===== config.mk =====
export PLATFORM = sky130hd
export DESIGN_NAME = unix_time_calendar_converter_core
export DESIGN_NICKNAME = d
export VERILOG_FILES = /design/src/hw/rtl/ucc_pkg.sv /design/src/hw/rtl/ucc_s2c.sv /design/src/hw/rtl/ucc_c2s.sv /design/src/hw/rtl/unix_time_calendar_converter_core.sv
export SDC_FILE = /design/constraint.sdc
export NUM_CORES = 2
export LEC_CHECK = 0
export BUFFER_PORTS_ARGS = -buffer_cell sky130_fd_sc_hd__buf_2
export CORE_UTILIZATION = 65
export CTS_CLUSTER_SIZE = 14
export DETAILED_ROUTE_END_ITERATION = 6
export MAX_ROUTING_LAYER = met4
export PLACE_DENSITY = 0.82
export SYNTH_ARGS = -nofsm -noshare
export SYNTH_HDL_FRONTEND = slang
export SYNTH_HIERARCHICAL = 1
export SYNTH_SLANG_ARGS = --single-unit
export TNS_END_PERCENT = 1

===== constraint.sdc =====
create_clock -name i_clk -period 10.25 [get_ports i_clk]
set_input_delay 1.025 -clock i_clk [delete_from_list [all_inputs] [get_ports i_clk]]
set_output_delay 1.025 -clock i_clk [all_outputs]
set_load 0.05 [all_outputs]

===== src/hw/rtl/ucc_pkg.sv =====
// Shared constants, types and tables for the unix time / calendar converter.
`default_nettype none

package ucc_pkg;

    // Opcodes
    typedef enum logic {
        OP_TO_CAL  = 1'b0,
        OP_TO_UNIX = 1'b1
    } t_op;

    // Pipeline depths
    localparam int S2C_LAT   = 11;                  // seconds -> calendar stages
    localparam int C2S_LAT   = 4;                   // calendar -> seconds stages
    localparam int ALIGN_LAT = S2C_LAT - C2S_LAT;   // pad to equal the longer path
    localparam int TOTAL_LAT = S2C_LAT + 1;         // plus the output register

    // Reciprocal divide constants: q_est = (x * RECIP) >> SHIFT, then one correction
    localparam logic [9:0]  DAY_HI_DIV   = 10'd675;          // 86400 >> 7
    localparam logic [25:0] RECIP_675    = 26'd50903316;     // floor(2^35 / 675)
    localparam logic [17:0] RECIP_1460   = 18'd183859;       // floor(2^28 / 1460)
    localparam logic [18:0] RECIP_365    = 19'd367719;       // floor(2^27 / 365)
    localparam logic [16:0] RECIP_15_HI  = 17'd69905;        // floor(2^20 / 15)
    localparam logic [8:0]  RECIP_15_LO  = 9'd273;           // floor(2^12 / 15)

    // Era handling
    localparam logic [17:0] DOE_OFFSET   = 18'd135080;       // 719468 - 4 * 146097
    localparam logic [17:0] DAYS_PER_ERA = 18'd146097;
    localparam logic [17:0] DOE_LAST     = 18'd146096;
    localparam logic [17:0] CENT_DAYS    = 18'd36524;
    localparam logic [10:0] DAYS_4Y      = 11'd1460;
    localparam logic [8:0]  DAYS_PER_YR  = 9'd365;
    localparam logic [16:0] SECS_PER_DAY = 17'd86400;
    localparam logic [11:0] YEAR_CLAMP   = 12'd2099;
    localparam logic [11:0] ERA_BASE_NEW = 12'd2000;
    localparam logic [11:0] ERA_BASE_OLD = 12'd1600;

    // Calendar -> days: era base minus epoch shift minus one, mod 2^20
    localparam logic [19:0] C2S_BASE_NEW = 20'd11016;        // 730485 - 719468 - 1
    localparam logic [19:0] C2S_BASE_OLD = 20'd913495;       // -135081 mod 2^20
    localparam logic [8:0]  YOE_LAST     = 9'd399;

    // Converted calendar word
    typedef struct packed {
        logic [11:0] year;
        logic [3:0]  month;
        logic [4:0]  day;
        logic [4:0]  hour;
        logic [5:0]  minute;
        logic [5:0]  second;
        logic [2:0]  weekday;
    } t_cal_res;

    // First day of year (March based) of month index mi
    function automatic logic [8:0] cal_month_start(input logic [3:0] mi);
        logic [8:0] v;
        case (mi)
            4'd0:    v = 9'd0;
            4'd1:    v = 9'd31;
            4'd2:    v = 9'd61;
            4'd3:    v = 9'd92;
            4'd4:    v = 9'd122;
            4'd5:    v = 9'd153;
            4'd6:    v = 9'd184;
            4'd7:    v = 9'd214;
            4'd8:    v = 9'd245;
            4'd9:    v = 9'd275;
            4'd10:   v = 9'd306;
            4'd11:   v = 9'd337;
            4'd12:   v = 9'd367;
            default: v = 9'd0;
        endcase
        return v;
    endfunction

    // Weekday offset per month (Jan..Dec)
    function automatic logic [2:0] wd_month_off(input logic [3:0] mon);
        logic [2:0] v;
        case (mon)
            4'd1:    v = 3'd0;
            4'd2:    v = 3'd3;
            4'd3:    v = 3'd2;
            4'd4:    v = 3'd5;
            4'd5:    v = 3'd0;
            4'd6:    v = 3'd3;
            4'd7:    v = 3'd5;
            4'd8:    v = 3'd1;
            4'd9:    v = 3'd4;
            4'd10:   v = 3'd6;
            4'd11:   v = 3'd2;
            4'd12:   v = 3'd4;
            default: v = 3'd4;
        endcase
        return v;
    endfunction

    // x mod 7 for a 6-bit value (8 == 1 mod 7)
    function automatic logic [2:0] mod7_6b(input logic [5:0] x);
        logic [3:0] s;
        s = 4'(x[5:3]) + 4'(x[2:0]);
        if (s >= 4'd14) begin
            s = s - 4'd14;
        end else if (s >= 4'd7) begin
            s = s - 4'd7;
        end
        return s[2:0];
    endfunction

endpackage

`default_nettype wire


===== src/hw/rtl/ucc_s2c.sv =====
// Seconds-to-calendar pipeline: 32-bit unix seconds to date, time and weekday.
`default_nettype none

module ucc_s2c import ucc_pkg::*; (
    input  logic        i_clk,
    input  logic [31:0] i_unix,
    output t_cal_res    o_res
);

    // ---- stage 1: days estimate via reciprocal of 675 on seconds >> 7
    logic [50:0] prod1;
    logic [24:0] r1_x;
    logic [6:0]  r1_lo;
    logic [15:0] r1_qe;

    assign prod1 = 51'(i_unix[31:7]) * 51'(RECIP_675);

    // ---- stage 2: correct days, rebuild second of day
    logic [25:0] prd2, rem2;
    logic        fix2;
    logic [15:0] n2_days;
    logic [9:0]  n2_rem;
    logic [15:0] r2_days;
    logic [16:0] r2_sod;

    assign prd2    = 26'(r1_qe) * 26'(DAY_HI_DIV);
    assign rem2    = 26'(r1_x) - prd2;
    assign fix2    = rem2 >= 26'(DAY_HI_DIV);
    assign n2_days = fix2 ? r1_qe + 16'd1 : r1_qe;
    assign n2_rem  = fix2 ? 10'(rem2 - 26'(DAY_HI_DIV)) : 10'(rem2);

    // ---- stage 3: day of era, quick weekday, minutes estimate
    logic [17:0] sum3;
    logic        n3_era5;
    logic [17:0] n3_doe;
    logic [5:0]  fold3;
    logic [31:0] prod3;
    logic [17:0] r3_doe;
    logic        r3_era5;
    logic [2:0]  r3_wdf;
    logic [16:0] r3_sod;
    logic [10:0] r3_me;

    assign sum3    = 18'(r2_days) + DOE_OFFSET;
    assign n3_era5 = sum3 >= DAYS_PER_ERA;
    assign n3_doe  = n3_era5 ? sum3 - DAYS_PER_ERA : sum3;
    // days mod 7 by octal digit folding, shifted so day 0 maps to Thursday
    assign fold3   = 6'(r2_days[2:0]) + 6'(r2_days[5:3]) + 6'(r2_days[8:6])
                   + 6'(r2_days[11:9]) + 6'(r2_days[14:12]) + 6'(r2_days[15])
                   + 6'd3;
    assign prod3   = 32'(r2_sod[16:2]) * 32'(RECIP_15_HI);

    // ---- stage 4: 4-year estimate, century count, minutes/seconds correction
    logic [35:0] prod4;
    logic [2:0]  cnt4;
    logic [1:0]  n4_bc;
    logic [16:0] rem4;
    logic        fix4;
    logic [17:0] r4_doe;
    logic        r4_era5;
    logic [2:0]  r4_wdf;
    logic [7:0]  r4_ae;
    logic [1:0]  r4_bc;
    logic [10:0] r4_mt;
    logic [5:0]  r4_sec;

    assign prod4 = 36'(r3_doe) * 36'(RECIP_1460);
    assign cnt4  = 3'(r3_doe >= CENT_DAYS) + 3'(r3_doe >= 18'(2 * 36524))
                 + 3'(r3_doe >= 18'(3 * 36524)) + 3'(r3_doe >= DOE_LAST);
    assign n4_bc = 2'(cnt4 - 3'(r3_doe == DOE_LAST));
    assign rem4  = r3_sod - 17'(r3_me) * 17'd60;
    assign fix4  = rem4 >= 17'd60;

    // ---- stage 5: 4-year correction, hours estimate
    logic [17:0] rem5;
    logic        fix5;
    logic [17:0] prod5;
    logic [17:0] r5_doe;
    logic        r5_era5;
    logic [2:0]  r5_wdf;
    logic [6:0]  r5_a;
    logic [1:0]  r5_bc;
    logic [10:0] r5_mt;
    logic [5:0]  r5_sec;
    logic [4:0]  r5_he;

    assign rem5  = r4_doe - 18'(r4_ae) * 18'(DAYS_4Y);
    assign fix5  = rem5 >= 18'(DAYS_4Y);
    assign prod5 = 18'(r4_mt[10:2]) * 18'(RECIP_15_LO);

    // ---- stage 6: leap-adjusted day count, hours/minutes correction
    logic [10:0] rem6;
    logic        fix6;
    logic [17:0] r6_doe;
    logic        r6_era5;
    logic [2:0]  r6_wdf;
    logic [17:0] r6_t;
    logic [4:0]  r6_hour;
    logic [5:0]  r6_min;
    logic [5:0]  r6_sec;

    assign rem6 = r5_mt - 11'(r5_he) * 11'd60;
    assign fix6 = rem6 >= 11'd60;

    // ---- stage 7: year of era estimate
    logic [36:0] prod7;
    logic [17:0] r7_doe;
    logic        r7_era5;
    logic [2:0]  r7_wdf;
    logic [17:0] r7_t;
    logic [9:0]  r7_ye;
    logic [4:0]  r7_hour;
    logic [5:0]  r7_min;
    logic [5:0]  r7_sec;

    assign prod7 = 37'(r6_t) * 37'(RECIP_365);

    // ---- stage 8: year of era correction
    logic [17:0] rem8;
    logic        fix8;
    logic [17:0] r8_doe;
    logic        r8_era5;
    logic [2:0]  r8_wdf;
    logic [8:0]  r8_yoe;
    logic [4:0]  r8_hour;
    logic [5:0]  r8_min;
    logic [5:0]  r8_sec;

    assign rem8 = r7_t - 18'(r7_ye) * 18'(DAYS_PER_YR);
    assign fix8 = rem8 >= 18'(DAYS_PER_YR);

    // ---- stage 9: day of year
    logic [1:0]  cent9;
    logic [17:0] ybase9;
    logic [8:0]  r9_doy;
    logic        r9_era5;
    logic [2:0]  r9_wdf;
    logic [8:0]  r9_yoe;
    logic [4:0]  r9_hour;
    logic [5:0]  r9_min;
    logic [5:0]  r9_sec;

    assign cent9  = 2'(r8_yoe >= 9'd100) + 2'(r8_yoe >= 9'd200) + 2'(r8_yoe >= 9'd300);
    assign ybase9 = 18'(r8_yoe) * 18'(DAYS_PER_YR) + 18'(r8_yoe[8:2]) - 18'(cent9);

    // ---- stage 10: month and day
    logic [3:0]  mp10;
    logic [8:0]  dd10;
    logic [3:0]  r10_mon;
    logic [4:0]  r10_day;
    logic        r10_era5;
    logic [2:0]  r10_wdf;
    logic [8:0]  r10_yoe;
    logic [4:0]  r10_hour;
    logic [5:0]  r10_min;
    logic [5:0]  r10_sec;

    always_comb begin
        mp10 = '0;
        for (int k = 1; k < 12; k++) begin
            mp10 = mp10 + 4'(r9_doy >= cal_month_start(4'(k)));
        end
    end

    assign dd10 = r9_doy - cal_month_start(mp10) + 9'd1;

    // ---- stage 11: year, clamp, weekday
    logic [11:0] year11;
    logic        clamp11;
    logic [5:0]  wsum11;
    logic [2:0]  wslow11;
    logic [2:0]  wd11;
    t_cal_res    n11_res;

    assign year11  = 12'(r10_yoe) + (r10_era5 ? ERA_BASE_NEW : ERA_BASE_OLD)
                   + 12'(r10_mon <= 4'd2);
    assign clamp11 = year11 > YEAR_CLAMP;
    // clamped date: year term fixed at 2099 (2098 for Jan/Feb), mod 7 gives 4 / 3
    assign wsum11  = ((r10_mon < 4'd3) ? 6'd3 : 6'd4) + 6'(wd_month_off(r10_mon))
                   + 6'(r10_day);
    assign wslow11 = mod7_6b(wsum11);
    assign wd11    = clamp11 ? ((wslow11 == 3'd0) ? 3'd7 : wslow11) : r10_wdf + 3'd1;

    always_comb begin
        n11_res.year    = clamp11 ? YEAR_CLAMP : year11;
        n11_res.month   = r10_mon;
        n11_res.day     = r10_day;
        n11_res.hour    = r10_hour;
        n11_res.minute  = r10_min;
        n11_res.second  = r10_sec;
        n11_res.weekday = wd11;
    end

    always_ff @(posedge i_clk) begin
        // 1
        r1_x     <= i_unix[31:7];
        r1_lo    <= i_unix[6:0];
        r1_qe    <= prod1[50:35];
        // 2
        r2_days  <= n2_days;
        r2_sod   <= {n2_rem, r1_lo};
        // 3
        r3_doe   <= n3_doe;
        r3_era5  <= n3_era5;
        r3_wdf   <= mod7_6b(fold3);
        r3_sod   <= r2_sod;
        r3_me    <= prod3[30:20];
        // 4
        r4_doe   <= r3_doe;
        r4_era5  <= r3_era5;
        r4_wdf   <= r3_wdf;
        r4_ae    <= prod4[35:28];
        r4_bc    <= n4_bc;
        r4_mt    <= fix4 ? r3_me + 11'd1 : r3_me;
        r4_sec   <= fix4 ? 6'(rem4 - 17'd60) : 6'(rem4);
        // 5
        r5_doe   <= r4_doe;
        r5_era5  <= r4_era5;
        r5_wdf   <= r4_wdf;
        r5_a     <= 7'(r4_ae + 8'(fix5));
        r5_bc    <= r4_bc;
        r5_mt    <= r4_mt;
        r5_sec   <= r4_sec;
        r5_he    <= prod5[16:12];
        // 6
        r6_doe   <= r5_doe;
        r6_era5  <= r5_era5;
        r6_wdf   <= r5_wdf;
        r6_t     <= r5_doe - 18'(r5_a) + 18'(r5_bc);
        r6_hour  <= fix6 ? r5_he + 5'd1 : r5_he;
        r6_min   <= fix6 ? 6'(rem6 - 11'd60) : 6'(rem6);
        r6_sec   <= r5_sec;
        // 7
        r7_doe   <= r6_doe;
        r7_era5  <= r6_era5;
        r7_wdf   <= r6_wdf;
        r7_t     <= r6_t;
        r7_ye    <= prod7[36:27];
        r7_hour  <= r6_hour;
        r7_min   <= r6_min;
        r7_sec   <= r6_sec;
        // 8
        r8_doe   <= r7_doe;
        r8_era5  <= r7_era5;
        r8_wdf   <= r7_wdf;
        r8_yoe   <= 9'(r7_ye + 10'(fix8));
        r8_hour  <= r7_hour;
        r8_min   <= r7_min;
        r8_sec   <= r7_sec;
        // 9
        r9_doy   <= 9'(r8_doe - ybase9);
        r9_era5  <= r8_era5;
        r9_wdf   <= r8_wdf;
        r9_yoe   <= r8_yoe;
        r9_hour  <= r8_hour;
        r9_min   <= r8_min;
        r9_sec   <= r8_sec;
        // 10
        r10_mon  <= (mp10 < 4'd10) ? mp10 + 4'd3 : mp10 - 4'd9;
        r10_day  <= 5'(dd10);
        r10_era5 <= r9_era5;
        r10_wdf  <= r9_wdf;
        r10_yoe  <= r9_yoe;
        r10_hour <= r9_hour;
        r10_min  <= r9_min;
        r10_sec  <= r9_sec;
        // 11
        o_res    <= n11_res;
    end

endmodule

`default_nettype wire


===== src/hw/rtl/ucc_c2s.sv =====
// Calendar-to-seconds pipeline: 2000-based date and time to 32-bit unix seconds.
`default_nettype none

module ucc_c2s import ucc_pkg::*; (
    input  logic        i_clk,
    input  logic [6:0]  i_year_offset,
    input  logic [3:0]  i_month,
    input  logic [4:0]  i_day,
    input  logic [4:0]  i_hour,
    input  logic [5:0]  i_minute,
    input  logic [5:0]  i_second,
    output logic [31:0] o_unix
);

    // ---- stage 1: March-based year of era, day of year (+1), time of day
    logic        early1;
    logic        n1_era5;
    logic [3:0]  mi1;
    logic [8:0]  r1_yoe;
    logic        r1_era5;
    logic [9:0]  r1_doyd;
    logic [16:0] r1_tod;

    assign early1  = i_month <= 4'd2;
    // year 1999 (offset 0, Jan/Feb) falls in the previous era
    assign n1_era5 = (i_year_offset != 7'd0) || !early1;
    assign mi1     = early1 ? i_month + 4'd9 : i_month - 4'd3;

    // ---- stage 2: days since epoch
    logic [1:0]  cent2;
    logic [19:0] sum2;
    logic [16:0] r2_days;
    logic [16:0] r2_tod;

    assign cent2 = 2'(r1_yoe >= 9'd100) + 2'(r1_yoe >= 9'd200) + 2'(r1_yoe >= 9'd300);
    assign sum2  = 20'(r1_yoe) * 20'(DAYS_PER_YR) + 20'(r1_yoe[8:2]) - 20'(cent2)
                 + 20'(r1_doyd) + (r1_era5 ? C2S_BASE_NEW : C2S_BASE_OLD);

    // ---- stage 3: days to seconds
    logic [33:0] prod3;
    logic [31:0] r3_prod;
    logic [16:0] r3_tod;

    assign prod3 = 34'(r2_days) * 34'(SECS_PER_DAY);

    // ---- stage 4 and alignment line
    logic [31:0] r_dly [ALIGN_LAT+1];

    always_ff @(posedge i_clk) begin
        r1_yoe   <= n1_era5 ? 9'(i_year_offset) - 9'(early1) : YOE_LAST;
        r1_era5  <= n1_era5;
        r1_doyd  <= 10'(cal_month_start(mi1)) + 10'(i_day);
        r1_tod   <= 17'(i_hour) * 17'd3600 + 17'(i_minute) * 17'd60 + 17'(i_second);
        r2_days  <= sum2[16:0];
        r2_tod   <= r1_tod;
        r3_prod  <= prod3[31:0];
        r3_tod   <= r2_tod;
        r_dly[0] <= r3_prod + 32'(r3_tod);
        for (int k = 1; k <= ALIGN_LAT; k++) begin
            r_dly[k] <= r_dly[k-1];
        end
    end

    assign o_unix = r_dly[ALIGN_LAT];

endmodule

`default_nettype wire


===== src/hw/rtl/unix_time_calendar_converter_core.sv =====
// Top level: two-way unix seconds / calendar converter, fully pipelined.
//
//  channel   | handshake           | word
//  ----------+---------------------+-----------------------------------------------
//  request   | start / busy        | i_opcode, i_unix_in, i_year_offset_in,
//            |                     | i_month_in, i_day_in, i_hour_in, i_minute_in,
//            |                     | i_second_in
//  result    | o_done (one cycle)  | o_unix_out, o_year_out, o_month_out, o_day_out,
//            |                     | o_hour_out, o_minute_out, o_second_out,
//            |                     | o_weekday_out
//
// One word is taken per clock while busy is low; each result passes the 11 stages
// of the seconds-to-calendar datapath, set by its chain of reciprocal multiplies,
// plus the output register. The calendar-to-seconds path is 4 stages and is
// padded to the same depth, so results keep order.
// busy is high only during reset and for the first edge leaving it.
// Reset (synchronous, active low) clears the valid line; data registers are not reset.
// The result side has no backpressure, so nothing in the pipe ever stalls.
`default_nettype none

module unix_time_calendar_converter_core import ucc_pkg::*; (
    input  logic        i_clk,
    input  logic        i_rst_n,
    input  logic        start,
    output logic        busy,
    input  logic        i_opcode,
    input  logic [31:0] i_unix_in,
    input  logic [6:0]  i_year_offset_in,
    input  logic [3:0]  i_month_in,
    input  logic [4:0]  i_day_in,
    input  logic [4:0]  i_hour_in,
    input  logic [5:0]  i_minute_in,
    input  logic [5:0]  i_second_in,
    output logic        o_done,
    output logic [31:0] o_unix_out,
    output logic [11:0] o_year_out,
    output logic [3:0]  o_month_out,
    output logic [4:0]  o_day_out,
    output logic [4:0]  o_hour_out,
    output logic [5:0]  o_minute_out,
    output logic [5:0]  o_second_out,
    output logic [2:0]  o_weekday_out
);

    logic                 accept;
    logic                 r_busy;
    logic [S2C_LAT-1:0]   r_vld;
    t_op                  r_op [S2C_LAT];
    t_cal_res             cal_res;
    logic [31:0]          unix_res;
    logic                 r_done;
    logic [31:0]          r_unix;
    t_cal_res             r_cal;
    logic [31:0]          n_unix;
    t_cal_res             n_cal;

    assign accept = start && !busy;
    assign busy   = r_busy;

    ucc_s2c u_s2c (
        .i_clk  (i_clk),
        .i_unix (i_unix_in),
        .o_res  (cal_res)
    );

    ucc_c2s u_c2s (
        .i_clk         (i_clk),
        .i_year_offset (i_year_offset_in),
        .i_month       (i_month_in),
        .i_day         (i_day_in),
        .i_hour        (i_hour_in),
        .i_minute      (i_minute_in),
        .i_second      (i_second_in),
        .o_unix        (unix_res)
    );

    // valid bits and opcode ride alongside the datapath stages
    always_ff @(posedge i_clk) begin
        if (!i_rst_n) begin
            r_busy <= 1'b1;
            r_vld  <= '0;
            r_done <= 1'b0;
        end else begin
            r_busy <= 1'b0;
            r_vld  <= {r_vld[S2C_LAT-2:0], accept};
            r_done <= r_vld[S2C_LAT-1];
        end
    end

    always_ff @(posedge i_clk) begin
        r_op[0] <= t_op'(i_opcode);
        for (int k = 1; k < S2C_LAT; k++) begin
            r_op[k] <= r_op[k-1];
        end
        r_unix <= n_unix;
        r_cal  <= n_cal;
    end

    // fields not produced by the selected direction read as zero
    assign n_unix = (r_op[S2C_LAT-1] == OP_TO_UNIX) ? unix_res : '0;
    assign n_cal  = (r_op[S2C_LAT-1] == OP_TO_CAL) ? cal_res : '0;

    assign o_done        = r_done;
    assign o_unix_out    = r_unix;
    assign o_year_out    = r_cal.year;
    assign o_month_out   = r_cal.month;
    assign o_day_out     = r_cal.day;
    assign o_hour_out    = r_cal.hour;
    assign o_minute_out  = r_cal.minute;
    assign o_second_out  = r_cal.second;
    assign o_weekday_out = r_cal.weekday;

    // every accepted word comes out as an o_done result
    a_latency: assert property (@(posedge i_clk) disable iff (!i_rst_n)
        accept |-> ##TOTAL_LAT o_done)
        else $error("result missing at fixed latency");

    a_no_extra: assert property (@(posedge i_clk) disable iff (!i_rst_n)
        !accept |-> ##TOTAL_LAT !o_done)
        else $error("result without request");

    // a calendar result never carries a seconds value
    a_dir_excl: assert property (@(posedge i_clk) disable iff (!i_rst_n)
        (o_done && o_year_out != 12'd0) |-> (o_unix_out == 32'd0))
        else $error("both directions driven");

    a_cal_range: assert property (@(posedge i_clk) disable iff (!i_rst_n)
        (o_done && o_year_out != 12'd0) |->
            (o_year_out >= 12'd1970 && o_year_out <= YEAR_CLAMP
             && o_month_out >= 4'd1 && o_month_out <= 4'd12
             && o_day_out >= 5'd1 && o_weekday_out != 3'd0))
        else $error("calendar word out of range");

    a_tod_range: assert property (@(posedge i_clk) disable iff (!i_rst_n)
        o_done |-> (o_hour_out < 5'd24 && o_minute_out < 6'd60 && o_second_out < 6'd60))
        else $error("time of day out of range");

endmodule

`default_nettype wire


==> impl_results.md <==
- Via density per instance: 5.41
- RSZ-0062 raised after global routing: false
- Drt pass-1 iters: 5
- Worst R2R Setup Slack: between 3 and 4 ns
- CTS tree: built
- Met3 Use GR: about 3.4%
- Async SR Flop Fraction: 0%
- Final setup viols: 0
- Die area: 107000 um^2
- Die H: 327 um
- Share of cells above drive strength 1: 5.57%
- Root buffer cell: clkbuf_16
- Netlist cell types: ~100
- CP required: approximately 11 ns
- Port buffer count: about 140
- DRC Markers: 0
- Mapped Cells: 6486
- Pin count of the biggest net entering global routing: 74
- Sink Count: about 970
- Clk buf depth: 3
- Synth top area share: around 28%
- Dominant cells by area after synthesis: dfxtp_1, ha_1, fa_1
- CP Max Fanout: 35
- CTS H-tree lvls: 3
- Syn Nets: 8575
- Max Cap Viol: 0
- Arr. time, crit path: between 7 and 8 ns
- GR Overflow Total: 0
- Worst min path class: reg2reg
- Post-CTS setup buffer count: 0
- Status: completed
- Most common cell in the netlist: inv_1
- Vias in the first global route: around 47k
- Post-synth top flop: dfxtp_1
- FF+latch area: about 19000 um^2
- Initial antenna violation count: 0
- Post-synth EDFFs: 0
- #FFs+latches synth: about 970
- CP most frequent cell: fa_1
- Max Clk Rate: 0.140 GHz
- Synth-to-layout area growth: 7.52%
- Final #Nets: 8737
- Pins Over Slew Limit: 0
- I/O Pins: roughly 140
- Clock transition at path regs: ~0.060 ns
- Critical path's top delay family: adder cells
- Period Utilization, post-route: 69.6%
- Routed Antenna Nets: 0
- Worst-Skew Late Latency: roughly 0.70 ns
- Area of the multi-input gates: around 44000 um^2
- First-pass GRT wire length: about 230000 um
- # rows: around 120
- DIE WIDTH: about 330 um
- Hold_buf cts: 0
- DR WL/cell: approximately 17 um
- Final HPWL DP: around 110000 um
- Synthesized cell area: ~69000 um^2
- Crit path capture type: flop
- Core Area: between 100000 and 150000 um^2
- GR Layer Usage met1: 33.0%
- Vias: 43.8k
- Routed wire length: between 100000 and 150000 um
- CP Buf/Inv Count: 4
- Post-CTS sizing: 0
- Crit-path max cell delay: slightly above 0.7 ns
- Min Tclk post-route: ~7.1 ns
- Sequential fraction of the synthesis area: 28.2%
- Initial Util: 65.8%
- GR Util met2: roughly 47%
- Synth area leader: dfxtp_1
- Initial DRC count: around 2.2k
- CP startpoint kind: flop
- Clock Skew: about 0.051 ns
- CTS Buf Count: 96
- Final hold violations: 0
- Ys Warns: 6
- Final setup TNS: 0 ns
- Most used routing layer: met2
- Slew headroom: 22.6%
- Slowest CP cell: and2_1
- GRT Resource Usage Total: between 20% and 30%
- Fillers: between 7k and 8k
- Actual slew at the worst max-slew pin: roughly 1.1 ns
- Crit path kind: reg2reg
- Avg Inst Size Synth: ~11 um^2
- Commonest cells in the netlist: inv_1, ha_1, dfxtp_1
- CP Cell Sequence: ha_1, fa_1, inv_1, fa_1, fa_1, inv_1, fa_1, inv_1, ha_1, a21oi_1, nor2_1, a2111oi_0, and4b_1, o2111a_1, nand4_1, a2111oi_0, and4_1, buf_4, and2_1, mux2_1
- Gp weighted congestion: ~0.96
[area by class of cell]
cell class	count	area share, %
inverter	1378	7.02
multi-input combinational	4061	59.0
tap	1380	2.34
clock inverter	45	0.767
sequential	965	26.2
antenna	3	0.0102
clock buffer	123	3.59
timing repair buffer	146	1.00
[placed cells by master, fill, tap and decap left out, drive strengths merged, types with 23 or more instances in the layout]
cell type,instances
nor2b,76
buf,146
xnor2,252
dfxtp,965
inv,1391
fa,690
nor3,64
and3,31
a31oi,36
nor2,207
or3,31
nand3,77
nand2,155
nand2b,40
o21ai,157
o21bai,33
nand4,45
clkbuf,123
ha,1330
and2,65
or2,24
a211oi,37
a21o,72
o21a,54
xor2,86
o211ai,23
a21oi,233
[layer usage]
metal / vias to the layer above / routed length, um / part of all wire [%]
met2: 907 / 69200 / 50
met3: 292 / 5450 / 3.9
li1: 21327 / - / -
met5: - / 0 / 0
met1: 21319 / 58700 / 43
met4: 0 / 4750 / 3.4
[state kept, by name, indices dropped and copies added, names as in the netlist, 11 cells and up, named ones only]
signal and cells:
u_s2c/r3_me 11, u_c2s/r1_tod 17, u_s2c/r2_days 16, o_year_out 12, u_s2c/r5_doe 18, u_s2c/r3_doe 18, r_vld 11, u_s2c/r7_t 18
u_s2c/r1_qe 16, u_s2c/r1_x 25, u_s2c/r2_sod 17, u_s2c/o_res 41, u_c2s/r3_prod 25, r_op 11, o_unix_out 32, u_c2s/r_dly 256
u_s2c/r4_doe 18, u_s2c/r4_mt 11, u_c2s/r3_tod 17, u_s2c/r5_mt 11, u_s2c/r3_sod 17, u_c2s/r2_days 17, u_c2s/r2_tod 17, u_s2c/r6_t 18
[final timing paths]
path | from | end | cells past startpoint
worst max-delay path | u_s2c/r1_qe[6]$_DFF_P_ | u_s2c/r2_sod[8]$_DFF_P_ | 20
worst min-delay path | u_c2s/r_dly[0][111]$_DFF_P_ | u_c2s/r_dly[1][15]$_DFF_P_ | 0
worst max register to register | u_s2c/r1_qe[6]$_DFF_P_ | u_s2c/r2_sod[8]$_DFF_P_ | 20
worst min register to register | u_c2s/r_dly[0][111]$_DFF_P_ | u_c2s/r_dly[1][15]$_DFF_P_ | 0
[cells by family (layout without fill, tap and decap cells)]
logic type,Yosys count,after routing,share of synthesized area (%)
and+or+nand+nor,880,880,6.66
AOI/OAI and AO/OA,802,802,7.75
buffers and inverters,1460,1692,8.32
DFF,965,965,28.2
muxes,21,21,0.321
other,0,3,0
xor gates and xnor gates,338,338,4.32
adders and majority gates,2020,2020,44.4
[through the flow]
step	hold WS (ns)	utilization, %	instances	setup WS (ns)	area [um^2]
floorplan	0.310	-	6486	3.47	68500
CTS	0.290	70.8	8098	3.15	73700
global route	0.307	70.8	8098	2.61	73700
global placement	0.309	67.7	7930	2.64	70500
detailed placement	0.312	67.7	7930	2.51	70500
finish	0.291	70.8	8101	3.11	73700
[worst register-to-register path: cells and delay by family, from the launching register on]
| kind | cells | cell delay [ns] |
|---|---|---|
| compound gates | 4 | 1.27 |
| fa+ha+maj | 6 | 2.83 |
| buf+inv | 4 | 0.50 |
| flops | 1 | 0.60 |
| mux | 1 | 0.38 |
| simple gates | 5 | 1.41 |
Power is not shown: default switching activity piles up to over one toggle a cycle in this logic, so the estimate is an artifact.
